`config.mk`:
```
export PLATFORM = sky130hd
export DESIGN_NAME = signed_int_to_radix_symbols
export DESIGN_NICKNAME = d
export VERILOG_FILES = /design/src/rtl/core/sirs_pkg.sv /design/src/rtl/core/signed_int_to_radix_symbols.sv /design/src/rtl/core/sirs_check.sv /design/src/rtl/core/sirs_divider.sv /design/src/rtl/core/sirs_stack.sv
export SDC_FILE = /design/constraint.sdc
export NUM_CORES = 1
export LEC_CHECK = 0
export BUFFER_PORTS_ARGS = -buffer_cell sky130_fd_sc_hd__buf_2
export CORE_MARGIN = 4
export CORE_UTILIZATION = 55
export DETAILED_ROUTE_END_ITERATION = 16
export GPL_ROUTABILITY_DRIVEN = 0
export GPL_TIMING_DRIVEN = 0
export PLACE_DENSITY = 0.7
export RECOVER_POWER = 25
export SLEW_MARGIN = 10
export SYNTH_ARGS = -nofsm -noshare
export SYNTH_HDL_FRONTEND = slang
export SYNTH_SLANG_ARGS = --single-unit
export TNS_END_PERCENT = 50
```
`constraint.sdc`:
```
create_clock -name i_clk -period 5.22 [get_ports i_clk]
set_clock_uncertainty 0.2 [all_clocks]
set_input_delay 0.261 -clock i_clk [delete_from_list [all_inputs] [get_ports i_clk]]
set_output_delay 0.261 -clock i_clk [all_outputs]
set_load 0.02 [all_outputs]
```
`src/rtl/core/sirs_pkg.sv`:
```
// ----------------------------------------------------------------------------
// sirs_pkg: shared types and constants
// Register codes, symbol constants, controller states and status structs.
// ----------------------------------------------------------------------------
package sirs_pkg;

    localparam int unsigned C_MAX_RADIX = 16;

    localparam logic [7:0] C_SYM_MINUS = 8'h2D;
    localparam logic [7:0] C_SYM_PLUS  = 8'h2B;

    localparam logic [1:0] C_REG_RADIX    = 2'd0;
    localparam logic [1:0] C_REG_SYM_LOW  = 2'd1;
    localparam logic [1:0] C_REG_SYM_HIGH = 2'd2;

    typedef enum logic [2:0] {
        S_IDLE,
        S_CHECK_GO,
        S_CHECK_WAIT,
        S_DIV_GO,
        S_DIV_WAIT,
        S_POP,
        S_FLUSH
    } t_state;

    typedef struct packed {
        logic done;
        logic ok;
    } t_chk_res;

    typedef struct packed {
        logic done;
        logic q_nz;
    } t_div_res;

    typedef struct packed {
        logic rd_vld;
        logic rd_last;
        logic one_left;
    } t_stk_stat;

endpackage

```
`src/rtl/core/signed_int_to_radix_symbols.sv`:
```
// ----------------------------------------------------------------------------
// signed_int_to_radix_symbols: signed integer to text in a configured radix
// Writes a signed 32-bit value as symbol bytes, most significant first.
//
// Request: i_value is taken at a rising edge with i_start high and o_busy low.
// Results: o_symbol / o_last on o_valid, one cycle each; a leading '-' for
// negative values, o_last on the final digit. No stall from the receiver.
// Config: i_cfg_we with i_cfg_idx 0 radix, 1 symbols 0..7, 2 symbols 8..15.
// Write only while idle. A radix outside 2..16, or a reserved, zero or
// repeated symbol among those in use, gives no results.
// Sequence: a scan of the 16-entry symbol table, then each digit from the
// 32-step bit-serial divider, then one symbol per cycle popped from the
// digit stack. A '-' is on the ports when the table scan ends, before the
// first digit. A bad table frees the block after the scan; an invalid radix
// leaves it idle.
// Reset: synchronous, active low; config registers clear to zero, block idle.
// ----------------------------------------------------------------------------
module signed_int_to_radix_symbols import sirs_pkg::*; (
    input  logic               i_clk,
    input  logic               i_rst_n,
    input  logic               i_start,
    output logic               o_busy,
    input  logic signed [31:0] i_value,
    input  logic               i_cfg_we,
    input  logic [1:0]         i_cfg_idx,
    input  logic [63:0]        i_cfg_data,
    output logic               o_valid,
    output logic [7:0]         o_symbol,
    output logic               o_last
);

    t_state      r_state;
    t_state      n_state;
    logic [4:0]  r_radix;
    logic [63:0] r_sym_low;
    logic [63:0] r_sym_high;
    logic [31:0] r_mag;
    logic        r_neg;
    logic        r_valid;
    logic [7:0]  r_symbol;
    logic        r_last;

    logic        n_chk_start;
    logic        n_div_start;
    logic        n_push;
    logic        n_pop;
    logic        n_radix_ok;
    logic        n_accept;
    logic [127:0] n_sym_all;

    t_chk_res    chk_res;
    t_div_res    div_res;
    t_stk_stat   stk_stat;
    logic [31:0] div_quot;
    logic [3:0]  div_rem;
    logic [3:0]  stk_data;

    assign n_sym_all  = {r_sym_high, r_sym_low};
    assign n_radix_ok = (r_radix >= 5'd2) && (r_radix <= 5'(C_MAX_RADIX));
    assign n_accept   = i_start && (r_state == S_IDLE);

    always_ff @(posedge i_clk) begin
        if (!i_rst_n) begin
            r_radix    <= '0;
            r_sym_low  <= '0;
            r_sym_high <= '0;
        end else if (i_cfg_we) begin
            unique case (i_cfg_idx)
                C_REG_RADIX:    r_radix    <= i_cfg_data[4:0];
                C_REG_SYM_LOW:  r_sym_low  <= i_cfg_data;
                C_REG_SYM_HIGH: r_sym_high <= i_cfg_data;
                default: ;
            endcase
        end
    end

    always_ff @(posedge i_clk) begin
        if (!i_rst_n) begin
            r_state <= S_IDLE;
        end else begin
            r_state <= n_state;
        end
    end

    always_comb begin
        n_state = r_state;
        unique case (r_state)
            S_IDLE:       if (i_start && n_radix_ok) n_state = S_CHECK_GO;
            S_CHECK_GO:   n_state = S_CHECK_WAIT;
            S_CHECK_WAIT: begin
                if (chk_res.done) n_state = chk_res.ok ? S_DIV_GO : S_IDLE;
            end
            S_DIV_GO:     n_state = S_DIV_WAIT;
            S_DIV_WAIT: begin
                if (div_res.done) n_state = div_res.q_nz ? S_DIV_GO : S_POP;
            end
            S_POP:        if (stk_stat.one_left) n_state = S_FLUSH;
            S_FLUSH:      n_state = S_IDLE;
            default:      n_state = S_IDLE;
        endcase
    end

    always_comb begin
        n_chk_start = (r_state == S_CHECK_GO);
        n_div_start = (r_state == S_DIV_GO);
        n_push      = (r_state == S_DIV_WAIT) && div_res.done;
        n_pop       = (r_state == S_POP);
    end

    always_ff @(posedge i_clk) begin
        if (n_accept) begin
            r_neg <= i_value[31];
            r_mag <= i_value[31] ? (32'd0 - 32'(i_value)) : 32'(i_value);
        end else if (n_push) begin
            r_mag <= div_quot;
        end
    end

    always_ff @(posedge i_clk) begin
        if (!i_rst_n) begin
            r_valid <= 1'b0;
        end else begin
            r_valid <= 1'b0;
            priority if ((r_state == S_CHECK_WAIT) && chk_res.done && chk_res.ok && r_neg) begin
                r_valid  <= 1'b1;
                r_symbol <= C_SYM_MINUS;
                r_last   <= 1'b0;
            end else if (stk_stat.rd_vld) begin
                r_valid  <= 1'b1;
                r_symbol <= n_sym_all[{stk_data, 3'b000} +: 8];
                r_last   <= stk_stat.rd_last;
            end
        end
    end

    sirs_check u_check (
        .i_clk     (i_clk),
        .i_rst_n   (i_rst_n),
        .i_start   (n_chk_start),
        .i_symbols (n_sym_all),
        .i_radix   (r_radix),
        .o_res     (chk_res)
    );

    sirs_divider u_divider (
        .i_clk      (i_clk),
        .i_rst_n    (i_rst_n),
        .i_start    (n_div_start),
        .i_dividend (r_mag),
        .i_radix    (r_radix),
        .o_res      (div_res),
        .o_quotient (div_quot),
        .o_rem      (div_rem)
    );

    sirs_stack u_stack (
        .i_clk       (i_clk),
        .i_rst_n     (i_rst_n),
        .i_push      (n_push),
        .i_push_data (div_rem),
        .i_pop       (n_pop),
        .o_rd_data   (stk_data),
        .o_stat      (stk_stat)
    );

    assign o_busy   = (r_state != S_IDLE);
    assign o_valid  = r_valid;
    assign o_symbol = r_symbol;
    assign o_last   = r_valid & r_last;

endmodule

```
`src/rtl/core/sirs_check.sv`:
```
// ----------------------------------------------------------------------------
// sirs_check: symbol table scan
// Rotates a copy of the table one byte per cycle and tests the byte in front
// against reserved codes and against every other symbol in use.
// ----------------------------------------------------------------------------
module sirs_check import sirs_pkg::*; (
    input  logic           i_clk,
    input  logic           i_rst_n,
    input  logic           i_start,
    input  logic [127:0]   i_symbols,
    input  logic [4:0]     i_radix,
    output t_chk_res       o_res
);

    logic [15:0][7:0] r_sym;
    logic [3:0]       r_idx;
    logic             r_run;
    logic             r_ok;
    logic             r_done;
    logic             n_bad;

    always_comb begin
        logic       in_i;
        logic [3:0] j;
        in_i  = {1'b0, r_idx} < i_radix;
        n_bad = in_i && (r_sym[0] == 8'h00 || r_sym[0] == C_SYM_MINUS ||
                         r_sym[0] == C_SYM_PLUS);
        for (int k = 1; k < 16; k++) begin
            j = r_idx + 4'(k);
            if (in_i && ({1'b0, j} < i_radix) && r_sym[k] == r_sym[0]) begin
                n_bad = 1'b1;
            end
        end
    end

    always_ff @(posedge i_clk) begin
        if (!i_rst_n) begin
            r_run  <= 1'b0;
            r_done <= 1'b0;
            r_ok   <= 1'b0;
            r_idx  <= '0;
        end else begin
            r_done <= 1'b0;
            if (i_start) begin
                r_run <= 1'b1;
                r_ok  <= 1'b1;
                r_idx <= '0;
            end else if (r_run) begin
                r_ok  <= r_ok && !n_bad;
                r_idx <= r_idx + 4'd1;
                if (r_idx == 4'd15) begin
                    r_run  <= 1'b0;
                    r_done <= 1'b1;
                end
            end
        end
    end

    always_ff @(posedge i_clk) begin
        if (i_start) begin
            r_sym <= i_symbols;
        end else if (r_run) begin
            r_sym <= {r_sym[0], r_sym[15:1]};
        end
    end

    assign o_res.done = r_done;
    assign o_res.ok   = r_ok;

endmodule

```
`src/rtl/core/sirs_divider.sv`:
```
// ----------------------------------------------------------------------------
// sirs_divider: bit-serial divide by radix
// Restoring division of a 32-bit magnitude by the radix, one quotient bit
// per cycle; yields quotient, remainder digit and a quotient-nonzero flag.
// ----------------------------------------------------------------------------
module sirs_divider import sirs_pkg::*; (
    input  logic        i_clk,
    input  logic        i_rst_n,
    input  logic        i_start,
    input  logic [31:0] i_dividend,
    input  logic [4:0]  i_radix,
    output t_div_res    o_res,
    output logic [31:0] o_quotient,
    output logic [3:0]  o_rem
);

    logic [31:0] r_q;
    logic [4:0]  r_r;
    logic [4:0]  r_cnt;
    logic        r_run;
    logic        r_done;
    logic        r_nz;
    logic [4:0]  n_t;
    logic        n_ge;

    assign n_t  = {r_r[3:0], r_q[31]};
    assign n_ge = n_t >= i_radix;

    always_ff @(posedge i_clk) begin
        if (!i_rst_n) begin
            r_run  <= 1'b0;
            r_done <= 1'b0;
            r_cnt  <= '0;
        end else begin
            r_done <= 1'b0;
            if (i_start) begin
                r_run <= 1'b1;
                r_cnt <= '0;
            end else if (r_run) begin
                r_cnt <= r_cnt + 5'd1;
                if (r_cnt == 5'd31) begin
                    r_run  <= 1'b0;
                    r_done <= 1'b1;
                end
            end
        end
    end

    always_ff @(posedge i_clk) begin
        if (i_start) begin
            r_q  <= i_dividend;
            r_r  <= '0;
            r_nz <= 1'b0;
        end else if (r_run) begin
            r_q  <= {r_q[30:0], n_ge};
            r_r  <= n_ge ? (n_t - i_radix) : n_t;
            r_nz <= r_nz | n_ge;
        end
    end

    assign o_res.done = r_done;
    assign o_res.q_nz = r_nz;
    assign o_quotient = r_q;
    assign o_rem      = r_r[3:0];

endmodule

```
`src/rtl/core/sirs_stack.sv`:
```
// ----------------------------------------------------------------------------
// sirs_stack: digit stack
// Holds remainder digits least significant first and returns them in reverse
// order through a registered read port.
// ----------------------------------------------------------------------------
module sirs_stack import sirs_pkg::*; (
    input  logic        i_clk,
    input  logic        i_rst_n,
    input  logic        i_push,
    input  logic [3:0]  i_push_data,
    input  logic        i_pop,
    output logic [3:0]  o_rd_data,
    output t_stk_stat   o_stat
);

    logic [3:0] r_mem [32];
    logic [5:0] r_sp;
    logic [5:0] n_sp_dec;
    logic [3:0] r_rd_data;
    logic       r_rd_vld;
    logic       r_rd_last;

    assign n_sp_dec = r_sp - 6'd1;

    always_ff @(posedge i_clk) begin
        if (!i_rst_n) begin
            r_sp      <= '0;
            r_rd_vld  <= 1'b0;
            r_rd_last <= 1'b0;
        end else begin
            r_rd_vld <= 1'b0;
            if (i_push) begin
                r_sp <= r_sp + 6'd1;
            end else if (i_pop) begin
                r_sp      <= n_sp_dec;
                r_rd_vld  <= 1'b1;
                r_rd_last <= (n_sp_dec == 6'd0);
            end
        end
    end

    always_ff @(posedge i_clk) begin
        if (i_push) begin
            r_mem[r_sp[4:0]] <= i_push_data;
        end
        r_rd_data <= r_mem[n_sp_dec[4:0]];
    end

    assign o_rd_data       = r_rd_data;
    assign o_stat.rd_vld   = r_rd_vld;
    assign o_stat.rd_last  = r_rd_last;
    assign o_stat.one_left = (r_sp == 6'd1);

endmodule

```
Word level (Yosys, flattened, before mapping) --
Memories as Yosys holds them, arrays and structs flattened. A register that Yosys moved wholly into a read port is not among the register bits. Index checks and enable logic that the tools add are counted. W data, S select, Z words.
Cells by class: shift-type cells 1, magnitude comparators 19, bitwise operators 6, add/subtract/negate cells 20, equal/unequal tests 31, mux-type cells 49, reduce and logical (&&, ||, !) cells 63
Operator list (number):
- $mux W128 | 2
- $mux W32 | 5
- $shiftx A128 B8 Y8 | 1
- $eq A8 B8 Y1 | 15
- $lt A4 B5 Y1 | 16
- $logic_and A1 B1 Y1 | 39
- $add A4 B4 Y4 const B | 8
- $sub A1 B32 Y32 const A | 1
- $mux W1 | 31
- $pmux W3 S6 | 1
- $add A4 B3 Y4 const B | 4
- $eq A8 B6 Y1 const B | 2
- $mux W3 | 5
- $mux W6 | 2
- $reduce_and A2 Y1 | 5
- $reduce_bool A2 Y1 | 5
- $add A4 B2 Y4 const B | 2
- $logic_not A8 Y1 | 1
- $mux W8 | 1
- $ne A2 B1 Y1 const B | 4
- $add A6 B1 Y6 const B | 1
- $eq A3 B2 Y1 const B | 2
- $eq A3 B3 Y1 const B | 2
- $eq A6 B1 Y1 const B | 1
- 26 further kinds | 33
Storage, ports and cells: word-level logic and storage cells 228, register bits after elaboration 366, memories 1, RAM bits 128, bits of input ports 102
Memory list:
- u_stack.r_mem | depth 32, width 4, rd ports 1, clocked after memory_dff 1, write ports 1, line sirs_stack.sv:16 | logic [3:0] r_mem [32];

Logic depth before layout (Yosys ltp) --
word-level depth 23, mapped depth 12, gate-level depth less buffers 12

Cells and area by module --
Synthesis repeated with hierarchy kept, for this count alone.
Unflattened totals: cell total of the unflattened synthesis 2008, area, all modules 24463.5 µm²
By module, submodules not included:
- signed_int_to_radix_symbols | instances 1, area each 8486.9 µm², cells an instance 897, seq. area each 4003.8 µm²
- sirs_check | instances 1, area each 8069.0 µm², cells an instance 611, seq. area each 3983.8 µm²
- sirs_stack | instances 1, area each 5866.9 µm², cells an instance 356, seq. area each 4083.9 µm²
- sirs_divider | instances 1, area each 2040.7 µm², cells an instance 144, seq. area each 1201.2 µm²

Worst setup path before layout --
No wires, ideal clock.
path kind register -> register, start point register r_state[1], end point register u_check.r_sym[0] (netlist name) (enable), required time 4.587 ns, arrival 3.175 ns, path buffers 3, path slack 1.412 ns, stages on the path, launching flop included 6, library setup time 0.433 ns, cell sequence dfxtp_1 -> clkbuf_1 -> nor3b_1 -> clkbuf_1 -> clkbuf_1 -> or2_2
Between the ends: longest elaborated chain between the ends 2
Ends and longest elaborated chain:
- start, declared | line signed_int_to_radix_symbols.sv:32 | t_state r_state;
- start signal, assigned | line signed_int_to_radix_symbols.sv:81 | r_state <= n_state;
- $eq A3 B1 Y1 | line signed_int_to_radix_symbols.sv:104 | n_chk_start = (r_state == S_CHECK_GO);
- $reduce_bool A2 Y1 (no source line)
- end signal, assigned | line sirs_check.sv:61 | r_sym <= i_symbols;
- end signal, assigned | line sirs_check.sv:63 | r_sym <= {r_sym[0], r_sym[15:1]};
- end, declared | line sirs_check.sv:15 | logic [15:0][7:0] r_sym;
No other way between the ends. A chain may end at the register's enable or synchronous reset.

Worst setup path in the final report --
start point register u_stack.r_sp[0], end point register u_stack.r_rd_data[3] (netlist: u_stack.o_rd_data[3]), read port of u_stack.r_mem
Between the ends: longest elaborated chain between the ends 1
Ends and longest elaborated chain:
- start, declared | line sirs_stack.sv:17 | logic [5:0] r_sp;
- start signal, assigned | line sirs_stack.sv:33 | r_sp <= r_sp + 6'd1;
- start signal, assigned | line sirs_stack.sv:35 | r_sp <= n_sp_dec;
- $sub A6 B1 Y6 | line sirs_stack.sv:23 | assign n_sp_dec = r_sp - 6'd1;
- end, declared | line sirs_stack.sv:19 | logic [3:0] r_rd_data;
No other way between the ends.

==> results.md <==
* Status: complete, but fails checks
* Failing checks: capacitance limit, slew limit
* Fill count at 3,168
* MaxCap Viol Count at 1
* H-Tree Depth at 2
* #FFs+latches synth at 498
* Final worst slack at 0.953 ns
* Fmax at 234 MHz
* Final nets at 2,361
* Utilization after layout at 65.4%
* Average cell area after synthesis at 12.2 sq um
* Layout cell share with drive strength beyond 1 at 20.3%
* Met3 WL at 5730 um
* Worst skew pair latency at 0.61 ns
* CP endpoint kind: register
* Synth async-reset ratio at 0%
* Area growth syn-to-layout at 16.9%
* Initial antenna violation count at 1
* Gr usage total at 29.3%
* Worst reg2reg startpoint: u_stack.r_sp[0]
* Routed Antenna Nets at 0
* Die X at 215 um
* Grt ovf at 0
* TritonCTS buffer count at 52
* Drt wl/cell at 24.8 um
* Worst hold slack at 0.0409 ns
* Syn nets at 2,092
* Delay-heaviest family, CP: buffers and inverters
* End of the worst register-to-register path: u_stack.o_rd_data[3]
* Hold Crit Class: in -> reg
* Post-synthesis instance total at 1,939
* Crit path kind: reg -> reg
* LEAKAGE at 9.62 nW
* Largest net degree at the start of global routing at 55
* Met2 Wirelength at 33,500 um
* Fin crit share at 81.7%
* Final number of setup-violating endpoints at 0
* Flop2flop setup slack at 0.95 ns
* Max IR drop VDD at 340 uV
* Depth of the worst register-to-register path at 9
* RSZ-0062 raised after global routing: no
* Arrival time of the worst setup path at 4.55 ns
* Worst Path Required at 5.50 ns
* Max-slew headroom at -29.3%
* Port bufs at 112
* List of most frequent post-synthesis cells: edfxtp_1, nand2_1, a21oi_1
* WL met1 at 26,400 um
* CP max stage cell: clkbuf_1
* Top sig layer: met4
* Post-synth top flop: edfxtp_1
* Power per cell area at 512 mW/mm^2
* Top-Level Pins at 113
* Max incr delay on CP at 0.65 ns
* Starting DRC count in detailed routing at 1,913
* Min Tclk post-route at 4.27 ns
* Clock-pin slew on the worst setup and hold paths at 0.06 ns
* Post-Syn Area at 0.0236 sq mm
* Share of the synthesized area in the top cell type at 41.9%
* Vias in the first global route at 16,900
* Final WL at 69,300 um
* Height of the chip at 215 um
* Crit path buffers/inverters at 5
* Worst path cell trace: buf_2 > buf_2 > inv_1 > ha_1 > clkbuf_1 > clkbuf_1 > mux4_2 > mux4_2 > mux2_2
* Pwr Total at 14.1 mW
* CORE AREA at 0.0422 sq mm
* Initial core utilization at 56.0%
* Post-synthesis sequential area ratio at 56.2%
* CTS tree: built
* Max Root-Sink Buffers at 3
* Final Hold Viols at 0
* Final Slew Violations at 17
* Type of origin of the critical path: register
* Post-DP HPWL at 48,000 um
* Critical path endpoint: u_stack.o_rd_data[3]
* Routed vias/inst at 6.06
* Drt pass-1 iters at 6
* Die area at 0.0464 sq mm
* Synth top area cells: edfxtp_1, dfxtp_1, mux2_2
* Vias at 16,900
* Crit. Startpoint: u_stack.r_sp[0]
* Num rows at 75
* Worst-Margin Slew at 1.94 ns
* # clock sinks at 498
* Synth cell types at 57
* Final routed DRC violation total at 0
* DP Worst Slack at 1.03 ns
* EDFF count, synth at 330
* Synthesis Warnings at 0
* Synth area leader: edfxtp_1
* Critical path depth at 9
* Top-count cell post-synth: edfxtp_1
* Crit-path max FO at 10
* First-pass GRT wire length at 103,000 um
* Root Driver: clkbuf_16
* Post-CTS Setup Inserts at 0
[layer usage]
| layer | vias up | track usage [%] |
|---|---|---|
| met2 | 894 | 49.0 |
| li1 | 7552 | - |
| met5 | - | 0 |
| met4 | 0 | 13.1 |
| met3 | 202 | 4.92 |
| met1 | 8259 | 37.9 |
[sequential cells by signal (all words and copies together), names as in the netlist, 5 cells and up]
name	count
u_check.r_sym	128
u_stack.r_mem	128
r_sym_high	64
r_sym_low	64
r_mag	32
u_divider.o_quotient	32
o_symbol	8
u_stack.r_sp	6
r_radix	5
u_divider.r_cnt	5
[power breakdown]
group          internal (mW)  total, mW  leakage, nW  switching (mW)
clock                   2.12       3.65        0.809            1.53
sequential              5.54       6.30         4.40           0.762
combinational           1.81       4.19         4.41            2.38
total                   9.47       14.1         9.62            4.67
[final cells by class]
class	count	area, sq um	area share [%]
diodes	1	2.50	0.00906
well taps	539	674	2.44
clock buffers	78	1500	5.41
repair buffers	215	1630	5.89
flip-flops and latches	498	13300	48.1
plain buffers	117	485	1.76
multi-input cells	1295	9780	35.4
inverters	29	109	0.394
clock inverters	18	173	0.625
[through the flow]
stage	std cells	instance area (sq um)	TNS, ns
floorplan	1939	23600	0
global placement	2590	24900	-63.84
detailed placement	2593	25000	0
CTS	2789	27600	0
global route	2790	27600	0
finish	2790	27600	0
[cell usage in the layout (no fill, tap or decap), types with 10 or more instances in the layout]
| cell type | synthesis | layout |
|---|---|---|
| clkbuf_16 | 0 | 54 |
| nand2_1 | 291 | 291 |
| clkinv_1 | 2 | 10 |
| xor2_1 | 132 | 132 |
| mux2_2 | 165 | 165 |
| mux4_2 | 76 | 76 |
| nor3_1 | 20 | 20 |
| buf_1 | 16 | 14 |
| dfxtp_1 | 168 | 168 |
| ha_1 | 50 | 50 |
| nor2b_1 | 10 | 10 |
| clkbuf_1 | 79 | 112 |
| dlygate4sd3_1 | 0 | 100 |
| a21oi_1 | 207 | 207 |
| a21o_1 | 10 | 10 |
| o21ai_0 | 18 | 18 |
| xnor2_1 | 40 | 39 |
| edfxtp_1 | 330 | 330 |
| or2_2 | 11 | 10 |
| mux2i_1 | 11 | 11 |
| nor4_1 | 15 | 15 |
| nor2_1 | 116 | 116 |
| nand3_1 | 24 | 24 |
| inv_1 | 27 | 27 |
| buf_2 | 16 | 115 |
[worst min-delay path, delay by kind of cell]
kind	cells	cell delay [ns]
AOI/OAI and AO/OA	1	0.22
buffers and inverters	2	0.25
and+or+nand+nor	1	0.05
[timing repair]
| item | CTS | global route |
|---|---|---|
| hold buffers | 100 | 0 |
| gates resized for setup | 0 | 0 |
| endpoints found under the hold margin | 179 | 0 |
[worst min path at each step]
stage / start / end / slack (ns) / cells past startpoint
after floorplan: i_value[31] / r_neg / 0.16 / 0
after global placement: u_stack.r_rd_last / u_stack.r_rd_last / 0.24 / 2
after detailed placement: u_stack.r_rd_last / u_stack.r_rd_last / 0.25 / 2
after CTS: i_cfg_we / r_radix[1] / 0.02 / 4
after global routing: i_start / r_state[2] / 0.03 / 4
final: i_start / r_state[2] / 0.04 / 4
[cells by family after synthesis]
group	synth area share, %
simple gates	10.0
flops	56.2
compound gates	6.63
mux	15.6
xor+xnor	6.37
buf+inv	2.51
fa+ha+maj	2.73
No activity file was read; power rests on OpenSTA's default activity.
